==> config.mk <==
export PLATFORM = sky130hd
export DESIGN_NAME = cnv3_fifo
export DESIGN_NICKNAME = d
export VERILOG_FILES = /design/src/sv/cnv3_pkg.sv /design/src/sv/cnv3_fifo.sv
export SDC_FILE = /design/constraint.sdc
export NUM_CORES = 1
export LEC_CHECK = 0
export BUFFER_PORTS_ARGS = -buffer_cell sky130_fd_sc_hd__buf_2
export CAP_MARGIN = 20
export CORE_MARGIN = 4
export CORE_UTILIZATION = 30
export CTS_BUF_LIST = sky130_fd_sc_hd__clkbuf_4 sky130_fd_sc_hd__clkbuf_8
export DETAILED_ROUTE_END_ITERATION = 8
export PLACE_DENSITY_LB_ADDON = 0.15
export SETUP_SLACK_MARGIN = 0.5
export SYNTH_ARGS = -nofsm -noshare
export SYNTH_HDL_FRONTEND = slang
export SYNTH_SLANG_ARGS = --single-unit
==> constraint.sdc <==
create_clock -name clk -period 9.91 [get_ports clk]
set_clock_uncertainty 0.05 [all_clocks]
set_input_delay 0.4955 -clock clk [delete_from_list [all_inputs] [get_ports clk]]
set_output_delay 0.4955 -clock clk [all_outputs]
set_load 0.05 [all_outputs]
==> src/sv/cnv3_pkg.sv <==
// Shared types, constants and helper functions of the 3x3 convolution core.
package cnv3_pkg;

  localparam int MAX_WIDTH_DEF  = 1024;
  localparam int MAX_HEIGHT_DEF = 4096;
  localparam int QUEUE_DEPTH    = 4;
  localparam int ACC_W          = 28;
  localparam int KSUM_W         = 20;
  localparam int MAG_W          = 27;
  localparam int DIV_W          = 19;
  localparam int CFG_DATA_W     = 48;
  localparam int CFG_INDEX_W    = 3;
  localparam logic [7:0] SAT_MAX = 8'd255;

  localparam logic [CFG_INDEX_W-1:0] REG_KERNEL_TOP    = 3'd0;
  localparam logic [CFG_INDEX_W-1:0] REG_KERNEL_MIDDLE = 3'd1;
  localparam logic [CFG_INDEX_W-1:0] REG_KERNEL_BOTTOM = 3'd2;
  localparam logic [CFG_INDEX_W-1:0] REG_FRAME_WIDTH   = 3'd3;
  localparam logic [CFG_INDEX_W-1:0] REG_FRAME_HEIGHT  = 3'd4;

  typedef struct packed {
    logic [7:0] pix_alpha;
    logic [7:0] pix_blue;
    logic [7:0] pix_green;
    logic [7:0] pix_red;
  } in_pixel_t;

  typedef struct packed {
    logic [7:0]  out_red;
    logic [7:0]  out_green;
    logic [7:0]  out_blue;
    logic [7:0]  out_alpha;
    logic [11:0] out_row;
    logic [9:0]  out_col;
    logic        run_last;
  } out_pixel_t;

  typedef struct packed {
    in_pixel_t [8:0] taps;
    logic [7:0]      alpha;
    logic [11:0]     row;
    logic [9:0]      col;
    logic            last;
  } job_t;

  typedef struct packed {
    logic full;
    logic empty;
  } q_status_t;

  function automatic logic signed [15:0] coef(input logic [47:0] kt, input logic [47:0] km,
                                              input logic [47:0] kb, input logic [3:0] k);
    logic signed [15:0] c;
    unique case (k)
      4'd0: c = kt[15:0];
      4'd1: c = kt[31:16];
      4'd2: c = kt[47:32];
      4'd3: c = km[15:0];
      4'd4: c = km[31:16];
      4'd5: c = km[47:32];
      4'd6: c = kb[15:0];
      4'd7: c = kb[31:16];
      4'd8: c = kb[47:32];
      default: c = '0;
    endcase
    return c;
  endfunction

  function automatic logic [7:0] chan(input in_pixel_t p, input int ch);
    logic [7:0] v;
    unique case (ch)
      0: v = p.pix_red;
      1: v = p.pix_green;
      default: v = p.pix_blue;
    endcase
    return v;
  endfunction

endpackage

==> src/sv/cnv3_fifo.sv <==
// Short job queue between the window front end and the arithmetic back end.
module cnv3_fifo (
  input  logic              clk,
  input  logic              rst_n,
  input  logic              push,
  input  cnv3_pkg::job_t    push_data,
  input  logic              pop,
  output cnv3_pkg::job_t    pop_data,
  output cnv3_pkg::q_status_t status
);

  localparam int PW = $clog2(cnv3_pkg::QUEUE_DEPTH);

  cnv3_pkg::job_t   entry_r [cnv3_pkg::QUEUE_DEPTH];
  logic [PW-1:0]    wr_ptr_r;
  logic [PW-1:0]    rd_ptr_r;
  logic [PW:0]      count_r;

  assign status.full  = (count_r == (PW+1)'(cnv3_pkg::QUEUE_DEPTH));
  assign status.empty = (count_r == '0);
  assign pop_data     = entry_r[rd_ptr_r];

  always_ff @(posedge clk) begin
    if (!rst_n) begin
      wr_ptr_r <= '0;
      rd_ptr_r <= '0;
      count_r  <= '0;
    end else begin
      if (push && !status.full) begin
        entry_r[wr_ptr_r] <= push_data;
        wr_ptr_r          <= wr_ptr_r + 1'b1;
      end
      if (pop && !status.empty) begin
        rd_ptr_r <= rd_ptr_r + 1'b1;
      end
      count_r <= count_r + (PW+1)'(push && !status.full) - (PW+1)'(pop && !status.empty);
    end
  end

endmodule

==> results by group <==
Status
  – Outcome: finished clean

Placed design
  – GP Congestion: 0.721
  – Hpwl dp: 67000 um
  – IO buf count: 643

Final layout
  – Area of the multi-input gates: 7470 um^2
  – Area Overhead vs Synth: 27.4%
  – Final net count: 3176
  – Most frequent cells in the layout: edfxtp_1 (1276), buf_2 (643), dlygate4sd3_1 (323), mux4_2 (319), clkbuf_8 (217)
  – Commonest non-fill, non-tap cell in the layout: edfxtp_1
  – Layout cells sized above 1: 0.438
  – # fillers: 14200
  – Register area: 38500 um^2

Timing
  – Pins Over Slew Limit: 0
  – RSZ-0062 raised after global routing: no
  – Finish-stage setup viols: 0
  – Fin. Hold Viols: 0
  – Final Cycle Share: 0.486
  – Slew HR: 0.151
  – Setup_tns: 0 ps
  – Max Fclk: 208 MHz
  – Final Critical Period: 4820 ps
  – Worst-margin pin slew: 1270 ps

Routing
  – Remaining antenna violation count: 0
  – Average wire per standard cell: 22.1 um
  – TritonRoute pass-1 iters: 4
  – Number of DRC markers in iteration 0: 1226
  – Drt drc: 0
  – Vias per inst: 4.42
  – Via Count: 22500
  – Total wire length: 112000 um

Clock network
  – TritonCTS Buffers: 214
  – Clock Sinks: 1285
  – CTS clk-pin slew, worst paths: 60 ps
  – Clk root buf: clkbuf_8
  – CTS max path bufs: 3
  – Clock latency on the worst-skew pair: 880 ps
  – # Post-CTS Setup Buffers: 0
  – TritonCTS clock tree: yes
  – H-tree depth: 4

Critical path
  – CP cell instances: buf_12 > buf_4 > mux4_2 > buf_2
  – Slowest cell delay on critical path: 880 ps
  – CP delay by family, top: buffers and inverters
  – CP bufs+invs: 3
  – Worst EP required: 9360 ps
  – CP arrival: 4270 ps
  – Worst setup SP type: flop
  – Crit path kind: reg -> out
  – CP endpoint kind: output port
  – CP max stage cell: dfxtp_4
  – Crit Path Max Fanout: 80

Synthesis
  – Yosys warnings: 0
  – Syn Nets: 2047
  – Sequential area share after synthesis: 0.822
  – #FFs+latches synth: 1285
  – Area of the mapped netlist: 46800 um^2
  – Post-synthesis area per instance: 27.3 um^2
  – Netlist cell types: 23
  – Mapped Cells: 1717

Pwr
  – Total Power: 15.1 mW
  – Leakage power: 19.8 nW
  – Maximum VDD drop: 146 uV
  – P per Cell Area: 253 nW/um^2

Die
  – Core Rows: 144
  – Chip height: 403 um
  – Initial core utilization: 0.303
  – Die W: 403 um
  – Number of top-level pins: 644
  – Core ar.: 155000 um^2
  – Die ar.: 163000 um^2

Global routing
  – Vias in the first global route: 25000
  – Largest net degree at the start of global routing: 135
  – GR Overflow Total: 0
  – Initial antenna violation count: 21
  – Met3 Use GR: 0.0498
  – Tot GR Track Use: 0.137
  – Met1 usage: 0.168
  – Global-route wire length before repair: 166000 um
  – Grt peak-use layer: met2
  – Met2 Resource Use GR: 0.226

Worst hold path
  – HP Class: in -> reg

Run
  – Max cap viols: 0
==> synthesized netlist by cell type (all sizes together) <==
cell	instances	share of area
a21boi	1	0.00016
and2	3	0.00040
and3	4	0.00053
buf	68	0.018
clkbuf	5	0.00040
dfxtp	9	0.0038
edfxtp	1276	0.82
fa	1	0.00043
ha	6	0.0016
inv	6	0.00048
mux2i	2	0.00043
mux4	319	0.15
nand2	6	0.00048
nor2b	2	0.00027
nor3	1	0.00011
nor3b	1	0.00016
o21ai	3	0.00032
or3	1	0.00013
or4bb	1	0.00024
xnor2	2	0.00037
==> where the power goes <==
part	switching [mW]	internal [mW]
clock	2.14	2.55
combinational	2.78	1.21
sequential	0.104	6.31
==> worst register-to-register path: cells and delay by family (launching register included) <==
kind	cells	cell delay, ps
buf+inv	2	1240
simple gates	3	1520
flops	1	330
==> through the flow <==
step | util | instance area [um^2] | hold slack [ps] | cells | setup slack [ps]
floorplan | - | 46800 | 411 | 1717 | 795
global placement | 0.337 | 52100 | 430 | 4351 | 5890
detailed placement | 0.337 | 52100 | 440 | 4351 | 5820
CTS | 0.386 | 59700 | 142 | 5075 | 4850
global route | 0.386 | 59700 | 173 | 5086 | 4600
finish | 0.386 | 59700 | 298 | 5092 | 5090
==> sequential cells by signal, summed over array words and instances (netlist names), named ones only <==
register / flops
rd_ptr_r: 2
entry_r: 1276
count_r: 3
wr_ptr_r: 2
==> metal layers <==
metal	routed length, um	vias up
met2	55600	647
met5	72	-
met1	45500	11800
met3	8670	199
met4	2430	10
li1	-	9834
==> path summary, 6_finish.rpt <==
| check | startpoint | to | slack (ps) | depth (start not counted) |
|---|---|---|---|---|
| worst max register to register | count_r[2] | entry_r[0][82] | 6040 | 5 |
| worst min register to register | rd_ptr_r[0] | rd_ptr_r[0] | 450 | 2 |
| worst min-delay path | push_data[30] | entry_r[2][30] | 300 | 2 |
| worst max-delay path | flop | pop_data[51] | 5090 | 4 |
==> timing repair <==
item / CTS / global route
hold endpoints to repair: 1285 / 0
endpoints found under the setup margin: 0 / 0
resized for setup: 0 / 0
hold buffers: 323 / 0
==> logic make-up after synthesis <==
logic type                 count (synthesis)  synth area share
buffers and inverters                     79            0.0192
AOI/OAI and AO/OA                          4          0.000481
adders and majority gates                  7           0.00203
and+or+nand+nor                           19           0.00232
DFF                                     1285             0.822
xor gates and xnor gates                   2          0.000374
muxes                                    321             0.154
==> final cells by class <==
type,instances,area share
diodes,17,0.000713
clock buffers,290,0.0592
well taps,2044,0.0428
clock inverters,111,0.0136
multi-input cells,353,0.125
flip-flops and latches,1285,0.645
inverters,6,0.000377
repair buffers,986,0.113
No activity file was read; power rests on OpenSTA's default activity.
