`config.mk`:
```
export PLATFORM = sky130hd
export DESIGN_NAME = cnv3_back
export DESIGN_NICKNAME = d
export VERILOG_FILES = /design/src/sv/cnv3_pkg.sv /design/src/sv/cnv3_back.sv
export SDC_FILE = /design/constraint.sdc
export NUM_CORES = 2
export LEC_CHECK = 0
export ABC_CLOCK_PERIOD_IN_PS = 11400
export BUFFER_PORTS_ARGS = -buffer_cell sky130_fd_sc_hd__buf_2
export CELL_PAD_IN_SITES_DETAIL_PLACEMENT = 0
export CELL_PAD_IN_SITES_GLOBAL_PLACEMENT = 1
export CORE_ASPECT_RATIO = 1.5
export CORE_MARGIN = 2
export CORE_UTILIZATION = 40
export CTS_CLUSTER_SIZE = 14
export DETAILED_ROUTE_END_ITERATION = 16
export GPL_TIMING_DRIVEN = 0
export PLACE_DENSITY = 0.79
export SETUP_SLACK_MARGIN = 0.02
export SYNTH_ARGS = -nofsm -noshare
export SYNTH_HDL_FRONTEND = slang
export SYNTH_SLANG_ARGS = --single-unit
```
`constraint.sdc`:
```
create_clock -name clk -period 11.4 [get_ports clk]
set_clock_uncertainty 0.05 [all_clocks]
set_input_delay 0.57 -clock clk [delete_from_list [all_inputs] [get_ports clk]]
set_output_delay 0.57 -clock clk [all_outputs]
set_load 0.02 [all_outputs]
```
`src/sv/cnv3_pkg.sv`:
```
// Shared types, constants and helper functions of the 3x3 convolution core.
package cnv3_pkg;

  localparam int MAX_WIDTH_DEF  = 1024;
  localparam int MAX_HEIGHT_DEF = 4096;
  localparam int QUEUE_DEPTH    = 4;
  localparam int ACC_W          = 28;
  localparam int KSUM_W         = 20;
  localparam int MAG_W          = 27;
  localparam int DIV_W          = 19;
  localparam int CFG_DATA_W     = 48;
  localparam int CFG_INDEX_W    = 3;
  localparam logic [7:0] SAT_MAX = 8'd255;

  localparam logic [CFG_INDEX_W-1:0] REG_KERNEL_TOP    = 3'd0;
  localparam logic [CFG_INDEX_W-1:0] REG_KERNEL_MIDDLE = 3'd1;
  localparam logic [CFG_INDEX_W-1:0] REG_KERNEL_BOTTOM = 3'd2;
  localparam logic [CFG_INDEX_W-1:0] REG_FRAME_WIDTH   = 3'd3;
  localparam logic [CFG_INDEX_W-1:0] REG_FRAME_HEIGHT  = 3'd4;

  typedef struct packed {
    logic [7:0] pix_alpha;
    logic [7:0] pix_blue;
    logic [7:0] pix_green;
    logic [7:0] pix_red;
  } in_pixel_t;

  typedef struct packed {
    logic [7:0]  out_red;
    logic [7:0]  out_green;
    logic [7:0]  out_blue;
    logic [7:0]  out_alpha;
    logic [11:0] out_row;
    logic [9:0]  out_col;
    logic        run_last;
  } out_pixel_t;

  typedef struct packed {
    in_pixel_t [8:0] taps;
    logic [7:0]      alpha;
    logic [11:0]     row;
    logic [9:0]      col;
    logic            last;
  } job_t;

  typedef struct packed {
    logic full;
    logic empty;
  } q_status_t;

  function automatic logic signed [15:0] coef(input logic [47:0] kt, input logic [47:0] km,
                                              input logic [47:0] kb, input logic [3:0] k);
    logic signed [15:0] c;
    unique case (k)
      4'd0: c = kt[15:0];
      4'd1: c = kt[31:16];
      4'd2: c = kt[47:32];
      4'd3: c = km[15:0];
      4'd4: c = km[31:16];
      4'd5: c = km[47:32];
      4'd6: c = kb[15:0];
      4'd7: c = kb[31:16];
      4'd8: c = kb[47:32];
      default: c = '0;
    endcase
    return c;
  endfunction

  function automatic logic [7:0] chan(input in_pixel_t p, input int ch);
    logic [7:0] v;
    unique case (ch)
      0: v = p.pix_red;
      1: v = p.pix_green;
      default: v = p.pix_blue;
    endcase
    return v;
  endfunction

endpackage

```
`src/sv/cnv3_back.sv`:
```
// Back end: serial multiply-accumulate over the taps, serial division and saturation.
module cnv3_back (
  input  logic                  clk,
  input  logic                  rst_n,
  input  logic [47:0]           kernel_top,
  input  logic [47:0]           kernel_middle,
  input  logic [47:0]           kernel_bottom,
  input  cnv3_pkg::job_t        job,
  input  cnv3_pkg::q_status_t   q_status,
  output logic                  job_pop,
  output logic                  out_valid,
  input  logic                  out_stall,
  output cnv3_pkg::out_pixel_t  out_data
);

  typedef enum logic [2:0] {B_IDLE, B_MAC, B_PREP, B_DIV, B_DONE} state_t;

  state_t                              state_r;
  cnv3_pkg::job_t                      job_r;
  logic [3:0]                          k_r;
  logic [4:0]                          cnt_r;
  logic signed [cnv3_pkg::ACC_W-1:0]   acc_r [3];
  logic signed [cnv3_pkg::KSUM_W-1:0]  ksum_r;
  logic [cnv3_pkg::MAG_W-1:0]          num_r [3];
  logic [cnv3_pkg::DIV_W-1:0]          rem_r [3];
  logic [cnv3_pkg::DIV_W-1:0]          d_r;
  logic                                out_valid_r;
  cnv3_pkg::out_pixel_t                out_data_r;

  logic signed [15:0]                  c;
  logic signed [24:0]                  prod [3];
  logic [cnv3_pkg::DIV_W:0]            rem_sh [3];
  logic [7:0]                          res [3];
  logic signed [cnv3_pkg::ACC_W-1:0]   acc_abs [3];
  logic signed [cnv3_pkg::KSUM_W-1:0]  ksum_abs;

  assign out_valid = out_valid_r;
  assign out_data  = out_data_r;
  assign job_pop   = (state_r == B_IDLE) && !q_status.empty;

  always_comb begin
    c        = cnv3_pkg::coef(kernel_top, kernel_middle, kernel_bottom, k_r);
    ksum_abs = ksum_r[cnv3_pkg::KSUM_W-1] ? -ksum_r : ksum_r;
    for (int ch = 0; ch < 3; ch++) begin
      prod[ch]    = $signed({1'b0, cnv3_pkg::chan(job_r.taps[k_r], ch)}) * c;
      rem_sh[ch]  = {rem_r[ch], num_r[ch][cnv3_pkg::MAG_W-1]};
      acc_abs[ch] = acc_r[ch][cnv3_pkg::ACC_W-1] ? -acc_r[ch] : acc_r[ch];
      if (ksum_r == '0) begin
        if (acc_r[ch] < 0) res[ch] = '0;
        else if (acc_r[ch] > $signed(cnv3_pkg::ACC_W'(cnv3_pkg::SAT_MAX))) begin
          res[ch] = cnv3_pkg::SAT_MAX;
        end else res[ch] = acc_r[ch][7:0];
      end else if (acc_r[ch][cnv3_pkg::ACC_W-1] ^ ksum_r[cnv3_pkg::KSUM_W-1]) begin
        res[ch] = '0;
      end else if (num_r[ch] > cnv3_pkg::MAG_W'(cnv3_pkg::SAT_MAX)) begin
        res[ch] = cnv3_pkg::SAT_MAX;
      end else begin
        res[ch] = num_r[ch][7:0];
      end
    end
  end

  always_ff @(posedge clk) begin
    if (!rst_n) begin
      state_r     <= B_IDLE;
      out_valid_r <= 1'b0;
    end else begin
      if (state_r == B_DONE && (!out_valid_r || !out_stall)) out_valid_r <= 1'b1;
      else if (out_valid_r && !out_stall) out_valid_r <= 1'b0;
      unique case (state_r)
        B_IDLE: begin
          if (!q_status.empty) begin
            job_r   <= job;
            k_r     <= '0;
            ksum_r  <= '0;
            for (int ch = 0; ch < 3; ch++) acc_r[ch] <= '0;
            state_r <= B_MAC;
          end
        end
        B_MAC: begin
          for (int ch = 0; ch < 3; ch++) begin
            acc_r[ch] <= acc_r[ch] + cnv3_pkg::ACC_W'(prod[ch]);
          end
          ksum_r <= ksum_r + cnv3_pkg::KSUM_W'(c);
          k_r    <= k_r + 1'b1;
          if (k_r == 4'd8) state_r <= B_PREP;
        end
        B_PREP: begin
          for (int ch = 0; ch < 3; ch++) begin
            num_r[ch] <= acc_abs[ch][cnv3_pkg::MAG_W-1:0];
            rem_r[ch] <= '0;
          end
          d_r     <= ksum_abs[cnv3_pkg::DIV_W-1:0];
          cnt_r   <= '0;
          state_r <= (ksum_r == '0) ? B_DONE : B_DIV;
        end
        B_DIV: begin
          for (int ch = 0; ch < 3; ch++) begin
            if (rem_sh[ch] >= {1'b0, d_r}) begin
              rem_r[ch] <= cnv3_pkg::DIV_W'(rem_sh[ch] - {1'b0, d_r});
              num_r[ch] <= {num_r[ch][cnv3_pkg::MAG_W-2:0], 1'b1};
            end else begin
              rem_r[ch] <= rem_sh[ch][cnv3_pkg::DIV_W-1:0];
              num_r[ch] <= {num_r[ch][cnv3_pkg::MAG_W-2:0], 1'b0};
            end
          end
          cnt_r <= cnt_r + 1'b1;
          if (cnt_r == 5'(cnv3_pkg::MAG_W - 1)) state_r <= B_DONE;
        end
        B_DONE: begin
          if (!out_valid_r || !out_stall) begin
            out_data_r.out_red   <= res[0];
            out_data_r.out_green <= res[1];
            out_data_r.out_blue  <= res[2];
            out_data_r.out_alpha <= job_r.alpha;
            out_data_r.out_row   <= job_r.row;
            out_data_r.out_col   <= job_r.col;
            out_data_r.run_last  <= job_r.last;
            state_r              <= B_IDLE;
          end
        end
        default: state_r <= B_IDLE;
      endcase
    end
  end

endmodule

```
==> flow_metrics.py <==
metrics = {
    "synth": {
        "synth_seq_area_share_pct": 37.9,
        "muxShareOfSynthArea_pct": 4.02,
        "synth-compound-area-share_pct": 10.5,
        "synthArstFlopShare_pct": 0,
        "synth_top_family_by_area": "adder cells",
        "netlist_instances": 4356,
        "ys_ff_latch": 576,
        "synth_edf_count": 571,
        "dominantRegCellSynth": "edfxtp_1",
        "synth_xor_area_share_pct": 3.92,
        "yosysTopAreaCell": "edfxtp_1",
        "syn_nets": 5481,
        "syn-mean-instance-area_um2": 10.5,
        "synth_simple_gate_area_share_pct": 12.6,
        "yosys-top-cells-area": "edfxtp_1 (38%), fa_1 (17%), ha_1 (7.4%)",
        "synth-adder-area-share_pct": 24.5,
        "ys.warnings.count": 0,
        "synth_cell_type_count": 76,
        "synth_top_area_share_pct": 37.7,
        "syn_area_mm2": 0.0455,
    },
    "clocking": {
        "clk_latency_ns": 0.69,
        "clkSinkCount": 576,
        "cts_tree": "yes",
        "cts_buffer_depth": 3,
        "numCtsBuffers": 59,
        "clock-root-buffer": "clkbuf_16",
        "path_clk_slew_ns": 0.06,
        "cts_setup_buffers": 0,
        "cts_max_level": 2,
    },
    "worst_setup_path": {
        "regToRegStartpoint": "k_r[0]",
        "required_ns": 11.79,
        "end_kind": "flip-flop",
        "ff2ff_setup_slack_ns": 0.68,
        "startpoint_type": "flip-flop",
        "cpMaxStageDelayCell": "o311ai_0",
        "cp_max_fo": 10,
        "critPathMaxStageDelay_ns": 1.12,
        "cpLargestDelayFamily": "compound AO/OA/AOI/OAI gates",
        "timing.rr.end": "acc_r[0][78]",
        "critical_path_arrival_ns": 11.10,
        "crit_buf_inv": 9,
        "crit_top_cell": "fa_1",
        "ff2ff_path_depth": 29,
        "path_class": "flip-flop to flip-flop",
    },
    "timing": {
        "fmax_ghz": 0.0933,
        "tightestPinTransition_ns": 1.59,
        "whs_ns": 0.0257,
        "grt_setup_unrepaired": "no",
        "slew-limit-headroom_pct": -5.77,
        "period_needed_ns": 10.72,
        "period_share_pct": 94.0,
        "timing.final.hold_violations": 0,
        "setup_viol": 0,
        "finalMaxSlewViolations": 8,
    },
    "worst_hold_path": {
        "hold_path.class": "input port to flip-flop",
        "whs_path_depth": 1,
        "min_from": "job[66]",
        "min_to": "job_r[66]",
    },
    "cells_and_area": {
        "final_common_cell": "inv_1",
        "layout_common_cells": "inv_1 (614), edfxtp_1 (571), nor2_1 (528)",
        "nNetsFinal": 6109,
        "drive_gt1_share_pct": 13.4,
        "syn2layout_area_growth_pct": 16.3,
    },
    "placed_design": {
        "hpwl_um": 123000,
        "io_buffers": 451,
        "place_congestion": 0.924,
    },
    "floorplanning": {
        "start_util_pct": 40.3,
        "boundaryPins": 525,
        "fp.dieH_um": 417,
        "die_area_mm2": 0.117,
        "dieWidth_um": 279,
        "floorplan.rows": 151,
        "fp.coreArea_mm2": 0.113,
    },
    "routing": {
        "wl_um": 150000,
        "via_count": 35100,
        "route.detailed.wl_per_inst_um": 23.0,
        "drtAntennaViolNets": 0,
        "remaining_drc_errors": 0,
        "drtPass1Iterations": 8,
        "initialDrtViolationCount": 2303,
        "via_per_inst": 5.39,
    },
    "power": {
        "powerDensity_mw_per_mm2": 222,
        "p_total_mw": 11.8,
        "p_leak_nw": 23.0,
        "ir_drop_uv": 165,
    },
    "global_route": {
        "grt_usage_pct": 25.8,
        "grt_pass1_wl_um": 223000,
        "grt.overflow.total": 0,
        "grt_max_degree": 78,
        "antenna_found_initial": 23,
        "grt_pass1_vias": 36300,
    },
    "job": {
        "drv_cap": 1,
    },
    "status": {
        "violations": "capacitance limit, slew limit",
        "status": "finished, violations left",
    },
}
[per-stage QoR]
step	setup TNS [ns]	setup WS (ns)	instances	util, %	instance area (um2)
after global routing	0	0.208	6489	46.9	52900
after global placement	-62.41	-0.702	6260	43.9	49600
after detailed placement	0	0.0821	6277	44.2	50000
after CTS	0	0.0862	6484	46.8	52900
after floorplan	0	2.26	4356	-	45500
final	0	0.684	6498	46.9	53000
[repair_timing]
action / in CTS / in global routing
hold endpoints to repair: 99 / 0
resized for setup: 0 / 4
hold buffers: 99 / 0
setup endpoints to repair: 0 / 10
[logic make-up after synthesis]
kind of cell,after synthesis
flip-flops,576
multiplexers,124
AND/OR/NAND/NOR,1257
XOR/XNOR,204
AO/OA/AOI/OAI,736
buffers and inverters,802
adder cells (fa/ha/maj),657
[final cells by class]
cell class / instances / area, um2
repair buffers: 567 / 3540
clock inverters: 39 / 464
multi-input cells: 2978 / 25300
well taps: 1453 / 1820
flip-flops and latches: 576 / 17200
clock buffers: 69 / 1510
plain buffers: 176 / 679
diodes: 14 / 35.0
fillers: 10600 / 60000
inverters: 626 / 2350
[where the power goes]
group	internal [mW]	switching [mW]	leakage (nW)
Sequential	2.55	0.101	5.40
Combinational	2.82	4.27	16.7
Clock	1.14	0.898	0.953
Total	6.50	5.27	23.0
[Yosys cell counts (all sizes together) (9+ instances only)]
cell type and n:
inv 616, edfxtp 571, nor2 531, fa 388, nand2 302, ha 269, a21oi 191, o21ai 160
clkbuf 151, xnor2 151, mux2i 76, a21o 68, nand3 68, nor3 57, xor2 53, mux4 47
nand2b 38, a211oi 37, o31ai 36, or2 36, and2 35, nand4 31, and3 30, nor2b 30
nor4 29, o21a 28, a22oi 26, buf 25, o21bai 23, o22ai 23, a31oi 21, or3 18
or4 18, a221oi 16, o211ai 13, a211o 11, a222oi 11, clkinv 10, o41ai 10, nor3b 9
[sequential cells by signal (all words and copies together) (netlist names), 4 cells and up]
register / count
cnt_r: 5
num_r: 81
out_data: 55
job_r: 247
rem_r: 57
acc_r: 84
ksum_r: 20
k_r: 4
d_r: 19
[worst max-delay path by stage]
stage / startpoint / end / cells after the start
after global routing: k_r[0] / acc_r[0][77] / 29
after detailed placement: k_r[0] / acc_r[0][78] / 28
after CTS: k_r[0] / acc_r[0][78] / 28
after floorplan: q_status[0] / acc_r[0][0] / 3
final: k_r[0] / acc_r[0][78] / 29
after global placement: k_r[0] / acc_r[0][77] / 28
[routing by layer]
layer	global-route usage [%]	wire, um	vias up
met3	3.73	8070	335
met5	0	69	-
met2	47.2	77200	1238
met1	26.8	50900	17200
met4	18.3	13300	10
li1	-	-	16200
Note: power is estimated with default switching activity, not from simulation.
